--- src/rtl/nqpt_pkg.sv ---
// shared types, codes and constants of the queue pair tracker
package nqpt_pkg;

   // fixed field widths
   localparam int ID_W      = 16;
   localparam int STATUS_W  = 15;
   localparam int FIELD_W   = 6;
   localparam int QSIZE_W   = 7;

   // configuration port
   localparam int CSR_ADDR_W = 3;
   localparam int CSR_DATA_W = 32;
   localparam logic [0:0] REG_QUEUE_SIZE = 1'b0;
   localparam logic [QSIZE_W-1:0] QSIZE_RESET = 7'd64;

   // command queue between front and back
   localparam int CMD_Q_DEPTH = 2;
   localparam int CMD_Q_PTR_W = $clog2(CMD_Q_DEPTH);
   localparam int CMD_Q_CNT_W = $clog2(CMD_Q_DEPTH + 1);

   // action codes
   localparam logic [1:0] ACT_SUBMIT_TRACKED   = 2'd0;
   localparam logic [1:0] ACT_SUBMIT_UNTRACKED = 2'd1;
   localparam logic [1:0] ACT_COMPLETION       = 2'd2;

   // outcome codes
   localparam logic [2:0] OUT_SUBMITTED    = 3'd0;
   localparam logic [2:0] OUT_RING_FULL    = 3'd1;
   localparam logic [2:0] OUT_PENDING_FULL = 3'd2;
   localparam logic [2:0] OUT_MATCHED      = 3'd3;
   localparam logic [2:0] OUT_UNMATCHED    = 3'd4;
   localparam logic [2:0] OUT_NOT_NEW      = 3'd5;

   typedef struct packed {
      logic [1:0]          action;
      logic                cqe_phase;
      logic [ID_W-1:0]     cqe_command_id;
      logic [STATUS_W-1:0] cqe_status;
   } req_data_type;

   typedef struct packed {
      logic [2:0]          outcome;
      logic [FIELD_W-1:0]  slot_index;
      logic [ID_W-1:0]     command_id;
      logic [FIELD_W-1:0]  tail_doorbell;
      logic [FIELD_W-1:0]  head_doorbell;
      logic [STATUS_W-1:0] completion_status;
   } rsp_data_type;

   // classified operation handed from front to back
   typedef enum logic [1:0] {
      OP_SUBMIT_TRACKED,
      OP_SUBMIT_UNTRACKED,
      OP_COMPLETE,
      OP_IGNORE
   } op_type;

   typedef struct packed {
      op_type              op;
      logic                cqe_phase;
      logic [ID_W-1:0]     cid;
      logic [STATUS_W-1:0] status;
   } cmd_type;

   // handshake between command queue and back end
   typedef struct packed {
      logic    valid;
      cmd_type cmd;
   } cmd_beat_type;

endpackage

--- src/rtl/nqpt_ram.sv ---
// generic single-write, single-read ram with registered read data
module nqpt_ram #(
   parameter int WIDTH = 16,
   parameter int DEPTH = 128
) (
   input  logic                     clock,
   input  logic                     wr_en,
   input  logic [$clog2(DEPTH)-1:0] wr_addr,
   input  logic [WIDTH-1:0]         wr_data,
   input  logic [$clog2(DEPTH)-1:0] rd_addr,
   output logic [WIDTH-1:0]         rd_data
);

   logic [WIDTH-1:0] mem_ff [DEPTH];
   logic [WIDTH-1:0] rd_data_ff;

   // write port and registered read port
   always_ff @(posedge clock) begin
      if (wr_en) begin
         mem_ff[wr_addr] <= wr_data;
      end
      rd_data_ff <= mem_ff[rd_addr];
   end

   assign rd_data = rd_data_ff;

endmodule

--- src/rtl/nqpt_front.sv ---
// front end: takes request beats and classifies them into commands
module nqpt_front (
   input  logic                  clock,
   input  logic                  reset,
   input  logic                  req_valid,
   output logic                  req_stall,
   input  nqpt_pkg::req_data_type req_data,
   output logic                  push_valid,
   output nqpt_pkg::cmd_type     push_cmd,
   input  logic                  push_full
);

   logic              cmd_valid_ff;
   logic              cmd_valid_in;
   nqpt_pkg::cmd_type cmd_data_ff;
   nqpt_pkg::cmd_type cmd_data_in;
   logic              accept;
   logic              take;

   // stage drains into the queue when it has room
   assign take      = cmd_valid_ff && !push_full;
   assign req_stall = cmd_valid_ff && push_full;
   assign accept    = req_valid && !req_stall;

   // decode the action into an operation
   always_comb begin
      cmd_data_in           = cmd_data_ff;
      cmd_valid_in          = cmd_valid_ff;
      if (take) begin
         cmd_valid_in = 1'b0;
      end
      if (accept) begin
         cmd_valid_in          = 1'b1;
         cmd_data_in.cqe_phase = req_data.cqe_phase;
         cmd_data_in.cid       = req_data.cqe_command_id;
         cmd_data_in.status    = req_data.cqe_status;
         case (req_data.action)
            nqpt_pkg::ACT_SUBMIT_TRACKED: begin
               cmd_data_in.op = nqpt_pkg::OP_SUBMIT_TRACKED;
            end
            nqpt_pkg::ACT_SUBMIT_UNTRACKED: begin
               cmd_data_in.op = nqpt_pkg::OP_SUBMIT_UNTRACKED;
            end
            nqpt_pkg::ACT_COMPLETION: begin
               cmd_data_in.op = nqpt_pkg::OP_COMPLETE;
            end
            default: begin
               cmd_data_in.op = nqpt_pkg::OP_IGNORE;
            end
         endcase
      end
   end

   always_ff @(posedge clock) begin
      if (reset) begin
         cmd_valid_ff <= 1'b0;
      end else begin
         cmd_valid_ff <= cmd_valid_in;
      end
      cmd_data_ff <= cmd_data_in;
   end

   assign push_valid = cmd_valid_ff;
   assign push_cmd   = cmd_data_ff;

endmodule

--- src/rtl/nqpt_cmd_queue.sv ---
// short command queue between the front and back ends
module nqpt_cmd_queue (
   input  logic                      clock,
   input  logic                      reset,
   input  logic                      push_valid,
   input  nqpt_pkg::cmd_type         push_cmd,
   output logic                      push_full,
   output nqpt_pkg::cmd_beat_type    head,
   input  logic                      pop
);

   localparam logic [nqpt_pkg::CMD_Q_PTR_W-1:0] LAST_PTR =
      nqpt_pkg::CMD_Q_PTR_W'(nqpt_pkg::CMD_Q_DEPTH - 1);
   localparam logic [nqpt_pkg::CMD_Q_CNT_W-1:0] FULL_CNT =
      nqpt_pkg::CMD_Q_CNT_W'(nqpt_pkg::CMD_Q_DEPTH);

   nqpt_pkg::cmd_type                  slots_ff [nqpt_pkg::CMD_Q_DEPTH];
   logic [nqpt_pkg::CMD_Q_PTR_W-1:0]   wr_ptr_ff;
   logic [nqpt_pkg::CMD_Q_PTR_W-1:0]   wr_ptr_in;
   logic [nqpt_pkg::CMD_Q_PTR_W-1:0]   rd_ptr_ff;
   logic [nqpt_pkg::CMD_Q_PTR_W-1:0]   rd_ptr_in;
   logic [nqpt_pkg::CMD_Q_CNT_W-1:0]   count_ff;
   logic [nqpt_pkg::CMD_Q_CNT_W-1:0]   count_in;
   logic                               do_push;
   logic                               do_pop;

   assign push_full  = (count_ff == FULL_CNT);
   assign head.valid = (count_ff != '0);
   assign head.cmd   = slots_ff[rd_ptr_ff];
   assign do_push    = push_valid && !push_full;
   assign do_pop     = pop && head.valid;

   // pointer and fill count update
   always_comb begin
      wr_ptr_in = wr_ptr_ff;
      rd_ptr_in = rd_ptr_ff;
      count_in  = count_ff;
      if (do_push) begin
         wr_ptr_in = (wr_ptr_ff == LAST_PTR) ? '0 : wr_ptr_ff + 1'b1;
      end
      if (do_pop) begin
         rd_ptr_in = (rd_ptr_ff == LAST_PTR) ? '0 : rd_ptr_ff + 1'b1;
      end
      if (do_push && !do_pop) begin
         count_in = count_ff + 1'b1;
      end else if (do_pop && !do_push) begin
         count_in = count_ff - 1'b1;
      end
   end

   always_ff @(posedge clock) begin
      if (reset) begin
         wr_ptr_ff <= '0;
         rd_ptr_ff <= '0;
         count_ff  <= '0;
      end else begin
         wr_ptr_ff <= wr_ptr_in;
         rd_ptr_ff <= rd_ptr_in;
         count_ff  <= count_in;
      end
      if (do_push) begin
         slots_ff[wr_ptr_ff] <= push_cmd;
      end
   end

endmodule

--- src/rtl/nqpt_back.sv ---
// back end: ring pointers, pending id table and result register
module nqpt_back #(
   parameter int QUEUE_DEPTH   = 64,
   parameter int PENDING_DEPTH = 128
) (
   input  logic                              clock,
   input  logic                              reset,
   input  logic [nqpt_pkg::QSIZE_W-1:0]      queue_size,
   input  nqpt_pkg::cmd_beat_type            head,
   output logic                              pop,
   output logic                              rsp_valid,
   input  logic                              rsp_stall,
   output nqpt_pkg::rsp_data_type            rsp_data
);

   localparam int PTR_W     = $clog2(QUEUE_DEPTH);
   localparam int SIZE_W    = $clog2(QUEUE_DEPTH + 1);
   localparam int PIDX_W    = $clog2(PENDING_DEPTH);
   localparam int PCNT_W    = $clog2(PENDING_DEPTH + 1);
   localparam int DCNT_W    = $clog2(SIZE_W + 1);
   localparam logic [SIZE_W-1:0] DEPTH_SIZE = SIZE_W'(QUEUE_DEPTH);
   localparam logic [SIZE_W-1:0] MIN_SIZE   = SIZE_W'(2);
   localparam logic [PIDX_W-1:0] LAST_PIDX  = PIDX_W'(PENDING_DEPTH - 1);
   localparam logic [PCNT_W-1:0] FULL_COUNT = PCNT_W'(PENDING_DEPTH);
   localparam logic [DCNT_W-1:0] LAST_STEP  = DCNT_W'(SIZE_W - 1);

   typedef enum logic [1:0] {
      ST_IDLE,
      ST_WRAP,
      ST_SUBMIT,
      ST_SCAN
   } state_type;

   // pointer to a 6-bit doorbell field
   function automatic logic [nqpt_pkg::FIELD_W-1:0] to_field(input logic [PTR_W-1:0] v);
      logic [PTR_W+nqpt_pkg::FIELD_W-1:0] w;
      w = {{nqpt_pkg::FIELD_W{1'b0}}, v};
      return w[nqpt_pkg::FIELD_W-1:0];
   endfunction

   state_type                     state_ff, state_in;
   logic [PTR_W-1:0]              sq_tail_ff, sq_tail_in;
   logic [PTR_W-1:0]              cq_head_ff, cq_head_in;
   logic                          phase_ff, phase_in;
   logic [nqpt_pkg::ID_W-1:0]     next_id_ff, next_id_in;
   logic [PCNT_W-1:0]             pend_cnt_ff, pend_cnt_in;
   logic [PIDX_W-1:0]             alloc_ptr_ff, alloc_ptr_in;
   logic [PENDING_DEPTH-1:0]      pend_vld_ff, pend_vld_in;
   nqpt_pkg::cmd_type             cmd_ff, cmd_in;
   logic [PTR_W-1:0]              next_tail_ff, next_tail_in;
   logic [SIZE_W-1:0]             div_rem_ff, div_rem_in;
   logic [SIZE_W-1:0]             div_num_ff, div_num_in;
   logic [DCNT_W-1:0]             div_cnt_ff, div_cnt_in;
   logic [PIDX_W-1:0]             scan_addr_ff, scan_addr_in;
   logic                          scan_issue_ff, scan_issue_in;
   logic                          chk_vld_ff, chk_vld_in;
   logic [PIDX_W-1:0]             chk_idx_ff, chk_idx_in;
   logic                          hit_ff, hit_in;
   logic                          rsp_valid_ff, rsp_valid_in;
   nqpt_pkg::rsp_data_type        rsp_data_ff, rsp_data_in;

   logic                          ram_we;
   logic [nqpt_pkg::ID_W-1:0]     ram_rdata;
   logic [SIZE_W-1:0]             eff_size;
   logic [31:0]                   qs_wide;

   // pending id storage
   nqpt_ram #(
      .WIDTH (nqpt_pkg::ID_W),
      .DEPTH (PENDING_DEPTH)
   ) u_pend_ram (
      .clock   (clock),
      .wr_en   (ram_we),
      .wr_addr (alloc_ptr_ff),
      .wr_data (next_id_ff),
      .rd_addr (scan_addr_ff),
      .rd_data (ram_rdata)
   );

   // ring size clamped to the supported range
   always_comb begin
      qs_wide = 32'(queue_size);
      if (qs_wide < 32'd2) begin
         eff_size = MIN_SIZE;
      end else if (qs_wide > 32'(QUEUE_DEPTH)) begin
         eff_size = DEPTH_SIZE;
      end else begin
         eff_size = SIZE_W'(qs_wide);
      end
   end

   // sequencer
   always_comb begin
      logic                    out_free;
      logic                    load;
      nqpt_pkg::rsp_data_type  rsp_next;
      logic [SIZE_W-1:0]       tail_inc;
      logic [SIZE_W-1:0]       head_inc;
      logic [PTR_W-1:0]        new_head;
      logic [SIZE_W:0]         shifted;
      logic [SIZE_W-1:0]       rem_next;
      logic                    match;
      logic                    hit_now;

      state_in      = state_ff;
      sq_tail_in    = sq_tail_ff;
      cq_head_in    = cq_head_ff;
      phase_in      = phase_ff;
      next_id_in    = next_id_ff;
      pend_cnt_in   = pend_cnt_ff;
      alloc_ptr_in  = alloc_ptr_ff;
      pend_vld_in   = pend_vld_ff;
      cmd_in        = cmd_ff;
      next_tail_in  = next_tail_ff;
      div_rem_in    = div_rem_ff;
      div_num_in    = div_num_ff;
      div_cnt_in    = div_cnt_ff;
      scan_addr_in  = scan_addr_ff;
      scan_issue_in = scan_issue_ff;
      chk_vld_in    = chk_vld_ff;
      chk_idx_in    = chk_idx_ff;
      hit_in        = hit_ff;
      rsp_valid_in  = rsp_valid_ff;
      rsp_data_in   = rsp_data_ff;
      ram_we        = 1'b0;
      pop           = 1'b0;
      load          = 1'b0;
      rsp_next      = '0;
      match         = 1'b0;
      hit_now       = hit_ff;
      new_head      = cq_head_ff;

      out_free = !rsp_valid_ff || !rsp_stall;
      tail_inc = SIZE_W'(sq_tail_ff) + SIZE_W'(1);
      head_inc = SIZE_W'(cq_head_ff) + SIZE_W'(1);
      shifted  = {div_rem_ff, div_num_ff[SIZE_W-1]};
      rem_next = shifted[SIZE_W-1:0];
      if (shifted >= {1'b0, eff_size}) begin
         rem_next = SIZE_W'(shifted - {1'b0, eff_size});
      end

      if (rsp_valid_ff && !rsp_stall) begin
         rsp_valid_in = 1'b0;
      end

      case (state_ff)
         // take one command and settle the quick cases
         ST_IDLE: begin
            if (head.valid && out_free) begin
               pop    = 1'b1;
               cmd_in = head.cmd;
               case (head.cmd.op)
                  nqpt_pkg::OP_SUBMIT_TRACKED, nqpt_pkg::OP_SUBMIT_UNTRACKED: begin
                     if (tail_inc < eff_size) begin
                        next_tail_in = tail_inc[PTR_W-1:0];
                        state_in     = ST_SUBMIT;
                     end else if (tail_inc == eff_size) begin
                        next_tail_in = '0;
                        state_in     = ST_SUBMIT;
                     end else begin
                        // tail beyond a shrunken ring: reduce by long division
                        div_num_in = tail_inc;
                        div_rem_in = '0;
                        div_cnt_in = '0;
                        state_in   = ST_WRAP;
                     end
                  end
                  nqpt_pkg::OP_COMPLETE: begin
                     rsp_next.command_id = head.cmd.cid;
                     if ((head.cmd.cqe_phase == phase_ff) || (cq_head_ff == sq_tail_ff)) begin
                        rsp_next.outcome       = nqpt_pkg::OUT_NOT_NEW;
                        rsp_next.head_doorbell = to_field(cq_head_ff);
                        load                   = 1'b1;
                     end else begin
                        if (head_inc >= eff_size) begin
                           new_head = '0;
                           phase_in = !phase_ff;
                        end else begin
                           new_head = head_inc[PTR_W-1:0];
                        end
                        cq_head_in = new_head;
                        if (pend_cnt_ff == '0) begin
                           rsp_next.outcome       = nqpt_pkg::OUT_UNMATCHED;
                           rsp_next.head_doorbell = to_field(new_head);
                           load                   = 1'b1;
                        end else begin
                           hit_in        = 1'b0;
                           scan_addr_in  = '0;
                           scan_issue_in = 1'b1;
                           chk_vld_in    = 1'b0;
                           state_in      = ST_SCAN;
                        end
                     end
                  end
                  default: begin
                     rsp_next.outcome = nqpt_pkg::OUT_NOT_NEW;
                     load             = 1'b1;
                  end
               endcase
            end
         end

         // one remainder bit per cycle
         ST_WRAP: begin
            div_rem_in = rem_next;
            div_num_in = div_num_ff << 1;
            div_cnt_in = div_cnt_ff + 1'b1;
            if (div_cnt_ff == LAST_STEP) begin
               next_tail_in = rem_next[PTR_W-1:0];
               state_in     = ST_SUBMIT;
            end
         end

         // ring and table checks, free slot search, commit
         ST_SUBMIT: begin
            if (cq_head_ff == next_tail_ff) begin
               rsp_next.outcome = nqpt_pkg::OUT_RING_FULL;
               load             = 1'b1;
               state_in         = ST_IDLE;
            end else if ((cmd_ff.op == nqpt_pkg::OP_SUBMIT_TRACKED) &&
                         (pend_cnt_ff == FULL_COUNT)) begin
               rsp_next.outcome = nqpt_pkg::OUT_PENDING_FULL;
               load             = 1'b1;
               state_in         = ST_IDLE;
            end else if ((cmd_ff.op == nqpt_pkg::OP_SUBMIT_TRACKED) &&
                         pend_vld_ff[alloc_ptr_ff]) begin
               alloc_ptr_in = (alloc_ptr_ff == LAST_PIDX) ? '0 : alloc_ptr_ff + PIDX_W'(1);
            end else begin
               if (cmd_ff.op == nqpt_pkg::OP_SUBMIT_TRACKED) begin
                  ram_we                    = 1'b1;
                  pend_vld_in[alloc_ptr_ff] = 1'b1;
                  pend_cnt_in               = pend_cnt_ff + PCNT_W'(1);
                  alloc_ptr_in = (alloc_ptr_ff == LAST_PIDX) ? '0 : alloc_ptr_ff + PIDX_W'(1);
               end
               rsp_next.outcome       = nqpt_pkg::OUT_SUBMITTED;
               rsp_next.slot_index    = to_field(sq_tail_ff);
               rsp_next.command_id    = next_id_ff;
               rsp_next.tail_doorbell = to_field(next_tail_ff);
               sq_tail_in             = next_tail_ff;
               next_id_in             = next_id_ff + 1'b1;
               load                   = 1'b1;
               state_in               = ST_IDLE;
            end
         end

         // walk the pending table: issue a read, compare its data in the following cycle
         ST_SCAN: begin
            chk_vld_in = scan_issue_ff;
            chk_idx_in = scan_addr_ff;
            if (scan_issue_ff) begin
               if (scan_addr_ff == LAST_PIDX) begin
                  scan_issue_in = 1'b0;
               end else begin
                  scan_addr_in = scan_addr_ff + PIDX_W'(1);
               end
            end
            if (chk_vld_ff) begin
               match = pend_vld_ff[chk_idx_ff] && (ram_rdata == cmd_ff.cid);
               if (match) begin
                  pend_vld_in[chk_idx_ff] = 1'b0;
                  pend_cnt_in             = pend_cnt_ff - PCNT_W'(1);
               end
               hit_now = hit_ff || match;
               hit_in  = hit_now;
               if (chk_idx_ff == LAST_PIDX) begin
                  rsp_next.outcome       = hit_now ? nqpt_pkg::OUT_MATCHED
                                                   : nqpt_pkg::OUT_UNMATCHED;
                  rsp_next.command_id    = cmd_ff.cid;
                  rsp_next.head_doorbell = to_field(cq_head_ff);
                  rsp_next.completion_status = hit_now ? cmd_ff.status : '0;
                  load       = 1'b1;
                  chk_vld_in = 1'b0;
                  state_in   = ST_IDLE;
               end
            end
         end

         default: begin
            state_in = ST_IDLE;
         end
      endcase

      if (load) begin
         rsp_valid_in = 1'b1;
         rsp_data_in  = rsp_next;
      end
   end

   always_ff @(posedge clock) begin
      if (reset) begin
         state_ff      <= ST_IDLE;
         sq_tail_ff    <= '0;
         cq_head_ff    <= '0;
         phase_ff      <= 1'b0;
         next_id_ff    <= '0;
         pend_cnt_ff   <= '0;
         alloc_ptr_ff  <= '0;
         pend_vld_ff   <= '0;
         scan_issue_ff <= 1'b0;
         chk_vld_ff    <= 1'b0;
         rsp_valid_ff  <= 1'b0;
      end else begin
         state_ff      <= state_in;
         sq_tail_ff    <= sq_tail_in;
         cq_head_ff    <= cq_head_in;
         phase_ff      <= phase_in;
         next_id_ff    <= next_id_in;
         pend_cnt_ff   <= pend_cnt_in;
         alloc_ptr_ff  <= alloc_ptr_in;
         pend_vld_ff   <= pend_vld_in;
         scan_issue_ff <= scan_issue_in;
         chk_vld_ff    <= chk_vld_in;
         rsp_valid_ff  <= rsp_valid_in;
      end
      cmd_ff       <= cmd_in;
      next_tail_ff <= next_tail_in;
      div_rem_ff   <= div_rem_in;
      div_num_ff   <= div_num_in;
      div_cnt_ff   <= div_cnt_in;
      scan_addr_ff <= scan_addr_in;
      chk_idx_ff   <= chk_idx_in;
      hit_ff       <= hit_in;
      rsp_data_ff  <= rsp_data_in;
   end

   assign rsp_valid = rsp_valid_ff;
   assign rsp_data  = rsp_data_ff;

endmodule

--- src/rtl/nvme_queue_pair_tracker.sv ---
// top level: queue pair tracker with its configuration register
// a submit result waits for the remainder steps when the tail lies beyond a shrunken
//   ring, and for each taken slot skipped; the back end handles one command at a time,
//   and a completion with pending ids walks the whole pending id memory
// reset: synchronous; clears pointers, phase, id counter and pending valid flags,
//   sets queue_size to 64; no clearing pass
module nvme_queue_pair_tracker #(
   parameter int QUEUE_DEPTH   = 64,
   parameter int PENDING_DEPTH = 128
) (
   input  logic                                clock,
   input  logic                                reset,
   // request channel
   input  logic                                req_valid,
   output logic                                req_stall,
   input  nqpt_pkg::req_data_type              req_data,
   // result channel
   output logic                                rsp_valid,
   input  logic                                rsp_stall,
   output nqpt_pkg::rsp_data_type              rsp_data,
   // register port
   input  logic                                psel,
   input  logic                                penable,
   input  logic                                pwrite,
   input  logic [nqpt_pkg::CSR_ADDR_W-1:0]     paddr,
   input  logic [nqpt_pkg::CSR_DATA_W-1:0]     pwdata,
   output logic [nqpt_pkg::CSR_DATA_W-1:0]     prdata,
   output logic                                pready
);

   logic [nqpt_pkg::QSIZE_W-1:0] queue_size_ff;
   logic [nqpt_pkg::QSIZE_W-1:0] queue_size_in;
   logic                         reg_hit;
   logic                         push_valid;
   nqpt_pkg::cmd_type            push_cmd;
   logic                         push_full;
   nqpt_pkg::cmd_beat_type       q_head;
   logic                         q_pop;

   // register decode
   assign pready  = 1'b1;
   assign reg_hit = (paddr[2] == nqpt_pkg::REG_QUEUE_SIZE);

   always_comb begin
      queue_size_in = queue_size_ff;
      if (psel && penable && pwrite && pready && reg_hit) begin
         queue_size_in = pwdata[nqpt_pkg::QSIZE_W-1:0];
      end
   end

   always_ff @(posedge clock) begin
      if (reset) begin
         queue_size_ff <= nqpt_pkg::QSIZE_RESET;
      end else begin
         queue_size_ff <= queue_size_in;
      end
   end

   // read back
   assign prdata = reg_hit ? nqpt_pkg::CSR_DATA_W'(queue_size_ff) : '0;

   nqpt_front u_front (
      .clock      (clock),
      .reset      (reset),
      .req_valid  (req_valid),
      .req_stall  (req_stall),
      .req_data   (req_data),
      .push_valid (push_valid),
      .push_cmd   (push_cmd),
      .push_full  (push_full)
   );

   nqpt_cmd_queue u_queue (
      .clock      (clock),
      .reset      (reset),
      .push_valid (push_valid),
      .push_cmd   (push_cmd),
      .push_full  (push_full),
      .head       (q_head),
      .pop        (q_pop)
   );

   nqpt_back #(
      .QUEUE_DEPTH   (QUEUE_DEPTH),
      .PENDING_DEPTH (PENDING_DEPTH)
   ) u_back (
      .clock      (clock),
      .reset      (reset),
      .queue_size (queue_size_ff),
      .head       (q_head),
      .pop        (q_pop),
      .rsp_valid  (rsp_valid),
      .rsp_stall  (rsp_stall),
      .rsp_data   (rsp_data)
   );

endmodule

--- config.mk ---
export PLATFORM = sky130hd
export DESIGN_NAME = nvme_queue_pair_tracker
export DESIGN_NICKNAME = d
export VERILOG_FILES = /design/src/rtl/nqpt_pkg.sv /design/src/rtl/nqpt_ram.sv /design/src/rtl/nqpt_front.sv /design/src/rtl/nqpt_cmd_queue.sv /design/src/rtl/nqpt_back.sv /design/src/rtl/nvme_queue_pair_tracker.sv
export SDC_FILE = /design/constraint.sdc
export NUM_CORES = 2
export LEC_CHECK = 0
export BUFFER_PORTS_ARGS = -buffer_cell sky130_fd_sc_hd__buf_2
export CAP_MARGIN = 20
export CORE_MARGIN = 10
export CORE_UTILIZATION = 35
export CTS_CLUSTER_SIZE = 20
export DETAILED_ROUTE_END_ITERATION = 12
export SYNTH_ARGS = -nofsm -noshare
export SYNTH_HDL_FRONTEND = slang
export SYNTH_HIERARCHICAL = 1
export SYNTH_SLANG_ARGS = --single-unit
--- constraint.sdc ---
create_clock -name clock -period 4.7 [get_ports clock]
set_clock_uncertainty 0.05 [all_clocks]
set_input_delay 0.235 -clock clock [delete_from_list [all_inputs] [get_ports clock]]
set_output_delay 0.235 -clock clock [all_outputs]
set_load 0.01 [all_outputs]
### After elaboration in Yosys (flattened, before gate mapping)

Memories as Yosys holds them, arrays and structs flattened. A register that Yosys moved wholly into a read port is not among the register bits.
Index checks and enable logic that the tools add are counted.
Widths: inputs -> output; s select.

| storage, ports and cells | value |
|---|---|
| bits in registers | 346 |
| bits in writable memories | 2116 |
| input bits | 76 |
| output and inout bits | 87 |
| memories kept | 2 |

Memories:

| memory | depth | width | rd ports | clocked after Yosys merged registers in | wr ports | line | RTL |
|---|---|---|---|---|---|---|---|
| u_back.u_pend_ram.mem_ff | 128 | 16 | 1 | 1 | 1 | nqpt_ram.sv:14 | `logic [WIDTH-1:0] mem_ff [DEPTH];` |
| u_queue.slots_ff | 2 | 34 | 1 | 1 | 1 | nqpt_cmd_queue.sv:17 | `nqpt_pkg::cmd_type slots_ff [nqpt_pkg::CMD_Q_DEPTH];` |

| operators by class | value |
|---|---|
| add/subtract/negate cells | 13 |
| magnitude comparators | 9 |
| equal/unequal tests | 40 |
| mux-type cells | 145 |
| bitwise gates (word level) | 9 |
| reductions and logical operators | 54 |

Operators by type and width:

| operator | count |
|---|---|
| $mux 128 | 6 |
| $pmux 128 s2 | 1 |
| $mux 7 | 21 |
| $and 128x128->128 | 1 |
| $not 128->128 | 1 |
| $or 128x128->128 | 1 |
| $mux 22 | 3 |
| $mux 16 | 4 |
| $mux 6 | 10 |
| $mux 8 | 6 |
| $pmux 16 s3 | 1 |
| $mux 1 | 44 |
| $mux 21 | 2 |
| $pmux 7 s2 | 3 |
| $mux 3 | 12 |
| $mux 2 | 13 |
| $pmux 6 s2 | 2 |
| $eq 7x7->1 const B | 3 |
| $ne 2x2->1 const B | 10 |
| $reduce_and 5->1 | 4 |
| $add 16x1->16 const B | 1 |
| $eq 16x16->1 | 1 |
| $logic_and 1x1->1 | 16 |
| $lt 7x8->1 const B | 2 |
| other kinds (50) | 102 |

### Depth between registers and ports, before layout

| logic depth | value |
|---|---|
| word-level depth | 10 |
| mapped depth | 15 |
| mapped depth without buffers | 13 |

### Hierarchy

The synthesis kept the hierarchy.

By module, submodules not included:

| module | instances | cells an instance | area an instance (µm²) | sequential area each (µm²) |
|---|---|---|---|---|
| nqpt_ram | 1 | 3085 | 78524.1 | 61819.3 |
| nqpt_back | 1 | 1590 | 15852.7 | 7236.9 |
| nqpt_cmd_queue | 1 | 131 | 2670.1 | 2142.1 |
| nqpt_front | 1 | 41 | 1074.8 | 1041.0 |
| nvme_queue_pair_tracker | 1 | 66 | 581.8 | 140.1 |

### Worst setup path before layout

Ideal clock, no wire load.

| timing path | value |
|---|---|
| kind | register to register |
| start point | register u_back.alloc_ptr_ff[0] |
| end point | memory u_back.u_pend_ram.mem_ff[101][0], enable pin |
| library setup time | 0.389 ns |
| arrival time | 3.582 ns |
| required time | 4.261 ns |
| path slack | 0.680 ns |
| stages on the path, launching flop included | 12 |
| buffers on the path | 3 |
| period minus slack after synthesis | 4.020 ns |
| path through | dfxtp_1 buf_2 mux4_2 o32a_1 a311o_1 o211ai_1 o311ai_4 a31oi_2 clkbuf_1 nand3_1 clkbuf_1 nor2_1 |

| between the ends | value |
|---|---|
| longest elaborated chain between the ends | 9 |

RTL lines:

| element | line | RTL |
|---|---|---|
| start: declaration | nqpt_back.sv:47 | `logic [PIDX_W-1:0] alloc_ptr_ff, alloc_ptr_in;` |
| start signal: assignment | nqpt_back.sv:309 | `alloc_ptr_ff <= alloc_ptr_in;` |
| $bmux 1 s7 | nqpt_back.sv:226 | `pend_vld_ff[alloc_ptr_ff]) begin` |
| $mux 1 (not written as such) | nqpt_back.sv:226 |  |
| $logic_and 1x1->1 | nqpt_back.sv:225 | `end else if ((cmd_ff.op == nqpt_pkg::OP_SUBMIT_TRACKED) &&` |
| $mux 1 | nqpt_back.sv:225 |  |
| $mux 1 | nqpt_back.sv:220 | `end else if ((cmd_ff.op == nqpt_pkg::OP_SUBMIT_TRACKED) &&` |
| $mux 1 | nqpt_back.sv:216 | `if (cq_head_ff == next_tail_ff) begin` |
| $mux 1 | nqpt_back.sv:146 | `case (state_ff)` |
| net u_back.ram_we | nqpt_back.sv:62 | `logic ram_we;` |
| $mux 1 | nqpt_ram.sv:19 | `if (wr_en) begin` |
| $mux 1 (not written as such) | nqpt_ram.sv:20 | `mem_ff[wr_addr] <= wr_data;` |
| end: declaration | nqpt_ram.sv:14 |  |

The timed path passes the listed nets, and every way through them passes these cells. The select of a mux whose other input is x is not followed.

### Worst setup path in the final report

| timing path | value |
|---|---|
| start point | register u_back.alloc_ptr_ff[1] |
| end point | memory u_back.u_pend_ram.mem_ff[58][12], enable pin |

Same word-level chain as after synthesis.

==> run_results.csv <==
group,metric,value,unit
floorplan,num_rows,194,
routing,ant_nets,0,
worst_setup_path,critPathRequiredTime,5210,ps
synth,synth-main-ff-cell,"edfxtp_1",
global_route,grt_pass1_vias,51599,
layout,nets,5540,
synth,synth-async-reset-ratio,0,%
timing,setup_viol,0,
clocking,clock_latency,940,ps
global_route,grt_pass1_wl,372,mm
clocking,cts_max_level,5,
timing,rsz0062_at_grt,"false",
worst_setup_path,cp-start-kind,"flip-flop",
placement,io_buffers,109,
synth,syn_area_per_cell,20.1,µm²
worst_setup_path,slowest_delay,760,ps
routing,vias_per_cell,5.55,
floorplan,io_pins,163,
clocking,post_cts_buffers,0,
synth,syn_inst,4913,
layout,multi_input_comb_area,0.0248,mm²
global_route,grt_overflow_total,0,
worst_setup_path,timing_worst_setup_path_type,"flip-flop to flip-flop",
placement,dp.cells,8774,
floorplan,core,0.280,mm²
timing,fmax,226,MHz
synth,synth_area,0.0987,mm²
timing,fin_crit_sh,94.1,%
worst_setup_path,worstPathCellList,"buf_4, inv_1, a211oi_1, o22ai_1, o211ai_1, o311ai_4, a31oi_2, buf_12, nand3_1, buf_4, nor2_1, buf_4",
layout,final_cell_count_no_fill,9340,
global_route,grt_use_total,16.6,%
worst_setup_path,path_common_cell,"buf_4",
clocking,clk_pin_slew,60,ps
pwr,peakVddDrop,0.000368,V
timing,worst_pin_slew,1220,ps
synth,synthDistinctLibCells,97,
layout,seq_area,0.0724,mm²
clocking,post_cts_resized,0,
placement,globalplace.congestion,0.939,
run,max_cap_viol_count,0,
routing,drtIter0Drc,5987,
worst_setup_path,crit_slowest_cell,"dfxtp_2",
layout,fin_util,41.3,%
timing,period_minus_slack,4420,ps
routing,drc,0,
pwr,powerDensity,413,mW/mm²
clocking,cts_buffer_depth,4,
clocking,cts_made_buffers,276,
synth,yosys_warnings,6,
clocking,cts_tree,"yes",
floorplan,initial_core_util,35.2,%
timing,tns,0,ps
floorplan,fp.dieW,551,µm
outcome,outcome,"finished, final reports clean",
clocking,cts_sinks,2479,
placement,hpwlAfterDp,157,mm
worst_setup_path,critPathMaxFanout,28,
worst_setup_path,cp.arrival,4930,ps
layout,fillers,24408,
layout,syn_to_final_growth,17.3,%
hold_path,hp-class,"primary input to flip-flop",
timing,relSlewSlack,18.4,%
global_route,antenna_found_initial,10,
routing,finalWirelength,257,mm
routing,num_vias,51879,
synth,synth-edff-count,2273,
routing,first_pass_iters,7,
routing,wl_per_cell,27.5,µm
pwr,leakagePower,0.0363,µW
worst_setup_path,ff2ff_setup_slack,280,ps
clocking,root_buffer,"clkbuf_16",
timing,finalHoldViolCount,0,
synth,ys_ff_latch,2479,
worst_setup_path,endpoint_kind,"flip-flop",
floorplan,die_h,551,µm
layout,drive_above_1_share,29.2,%
timing,slew_violations,0,
global_route,grt_max_degree,101,
synth,yosysSeqAreaShare,73.3,%
floorplan,fp.dieArea,0.304,mm²
state kept, by name, summed over array words and instances (netlist names), 3 cells and up, named ones only:
signal and count:
u_front/push_cmd 34, u_back/next_tail_ff 6, u_back/div_cnt_ff 3, u_back/cq_head_ff 6, queue_size_ff 7, u_back/chk_idx_ff 7
u_back/div_rem_ff 7, u_queue/slots_ff 68, u_back/cmd_ff 33, u_back/div_num_ff 7, u_back/alloc_ptr_ff 7, u_back/u_pend_ram/rd_data 16
u_back/rsp_data 52, u_back/sq_tail_ff 6, u_back/next_id_ff 16, u_back/pend_cnt_ff 8, u_back/pend_vld_ff 128, u_back/scan_addr_ff 7
u_back/u_pend_ram/mem_ff 2048
cells in the final DEF (no fill, tap or decap), drive strengths merged, types with 11 or more instances in the layout:
cell type / n
edfxtp: 2273
mux4: 673
buf: 442
clkbuf: 328
nor2: 274
dfxtp: 206
a21oi: 163
a211oi: 125
clkinv: 105
dlygate4sd3: 89
a221oi: 71
nand2: 69
mux2: 60
nand3: 47
inv: 44
xnor2: 41
ha: 39
mux2i: 38
xor2: 37
and2: 36
o21ai: 31
nand2b: 26
conb: 26
and3: 24
nand4: 23
nor2b: 23
bufinv: 21
nor3: 20
a222oi: 18
a21o: 17
a41oi: 15
a22oi: 13
a31oi: 13
nand3b: 11
nor4: 11
logic make-up after synthesis:
logic type | after synthesis | synth area share, %
adder cells (fa/ha/maj) | 43 | 0.545
flip-flops | 2479 | 73.3
multiplexers | 771 | 16.4
AO/OA/AOI/OAI | 559 | 4.07
buffers and inverters | 363 | 1.71
other | 2 | 0.00761
AND/OR/NAND/NOR | 618 | 3.22
XOR/XNOR | 78 | 0.692
synth_stat cells, drive strengths merged, types with 6 or more instances:
library cell | instances | area share (%)
a211oi | 125 | 0.95
a21o | 17 | 0.13
a21oi | 163 | 0.83
a221oi | 71 | 0.63
a222oi | 18 | 0.18
a22o | 7 | 0.062
a22oi | 13 | 0.099
a31oi | 13 | 0.089
a41oi | 15 | 0.13
and2 | 36 | 0.23
and2b | 7 | 0.062
and3 | 24 | 0.15
buf | 160 | 0.94
clkbuf | 164 | 0.62
dfxtp | 206 | 4.2
edfxtp | 2273 | 69
ha | 39 | 0.49
inv | 35 | 0.13
mux2 | 60 | 0.68
mux2i | 38 | 0.39
mux4 | 673 | 15
nand2 | 69 | 0.26
nand2b | 26 | 0.16
nand3 | 47 | 0.24
nand3b | 11 | 0.084
nand4 | 23 | 0.15
nor2 | 274 | 1.0
nor2b | 23 | 0.15
nor3 | 20 | 0.12
nor3b | 8 | 0.072
nor4 | 11 | 0.14
o211ai | 6 | 0.046
o21ai | 31 | 0.16
o221ai | 7 | 0.062
o22a | 6 | 0.053
o22ai | 10 | 0.063
o31ai | 6 | 0.046
or3 | 8 | 0.051
xnor2 | 41 | 0.36
xor2 | 37 | 0.33
worst paths after layout:
kind              depth (start not counted)                    from                               end
setup / recovery                         12  u_back/alloc_ptr_ff[1]  u_back/u_pend_ram/mem_ff[58][12]
hold / removal                            2            req_data[22]              u_front/push_cmd[22]
setup reg to reg                         12  u_back/alloc_ptr_ff[1]  u_back/u_pend_ram/mem_ff[58][12]
hold reg to reg                           0     u_front/push_cmd[5]            u_queue/slots_ff[1][5]
final cells by class:
type                    instances  share of cell area [%]
inverters                      39                   0.126
clock inverters               139                    1.08
flip-flops and latches       2479                    62.6
diodes                          5                  0.0108
well taps                    3724                    4.02
clock buffers                 326                    6.23
multi-input cells            2095                    21.4
repair buffers                533                    4.53
power breakdown:
group	internal [µW]	switching, µW	total (µW)
sequential	24600	378	25000
combinational	812	1570	2380
clock	12100	8360	20400
total	37500	10300	47800
layer usage:
metal	vias to the layer above	share of wire (%)	track usage, %
met4	2	2.8	4.78
met1	27699	43	23.9
li1	21479	-	-
met2	2263	47	25.8
met3	436	7.6	2.96
met5	-	0.0066	0
stage by stage:
| stage | area, µm² | hold slack [ps] | total power, µW | setup WS [ps] |
|---|---|---|---|---|
| after floorplan | 98800 | 254 | 26700 | 680 |
| after global placement | 106000 | 364 | 27700 | 495 |
| after detailed placement | 106000 | 363 | 27800 | 436 |
| after CTS | 116000 | 9.67 | 48300 | 382 |
| after global routing | 116000 | 29.6 | 49400 | 66.3 |
| final | 116000 | 70.1 | 47800 | 276 |
what timing repair did:
item,4_1_cts,5_1_grt
setup endpoints to repair,0,0
hold buffers,89,0
endpoints found under the hold margin,141,0
worst max-delay path, delay by kind of cell (launching register included):
| family | cells | cell delay [ps] |
|---|---|---|
| buffers and inverters | 5 | 1550 |
| flip-flops | 1 | 760 |
| AO/OA/AOI/OAI | 5 | 1340 |
| AND/OR/NAND/NOR | 2 | 250 |
(Power assumes the default switching activity.)
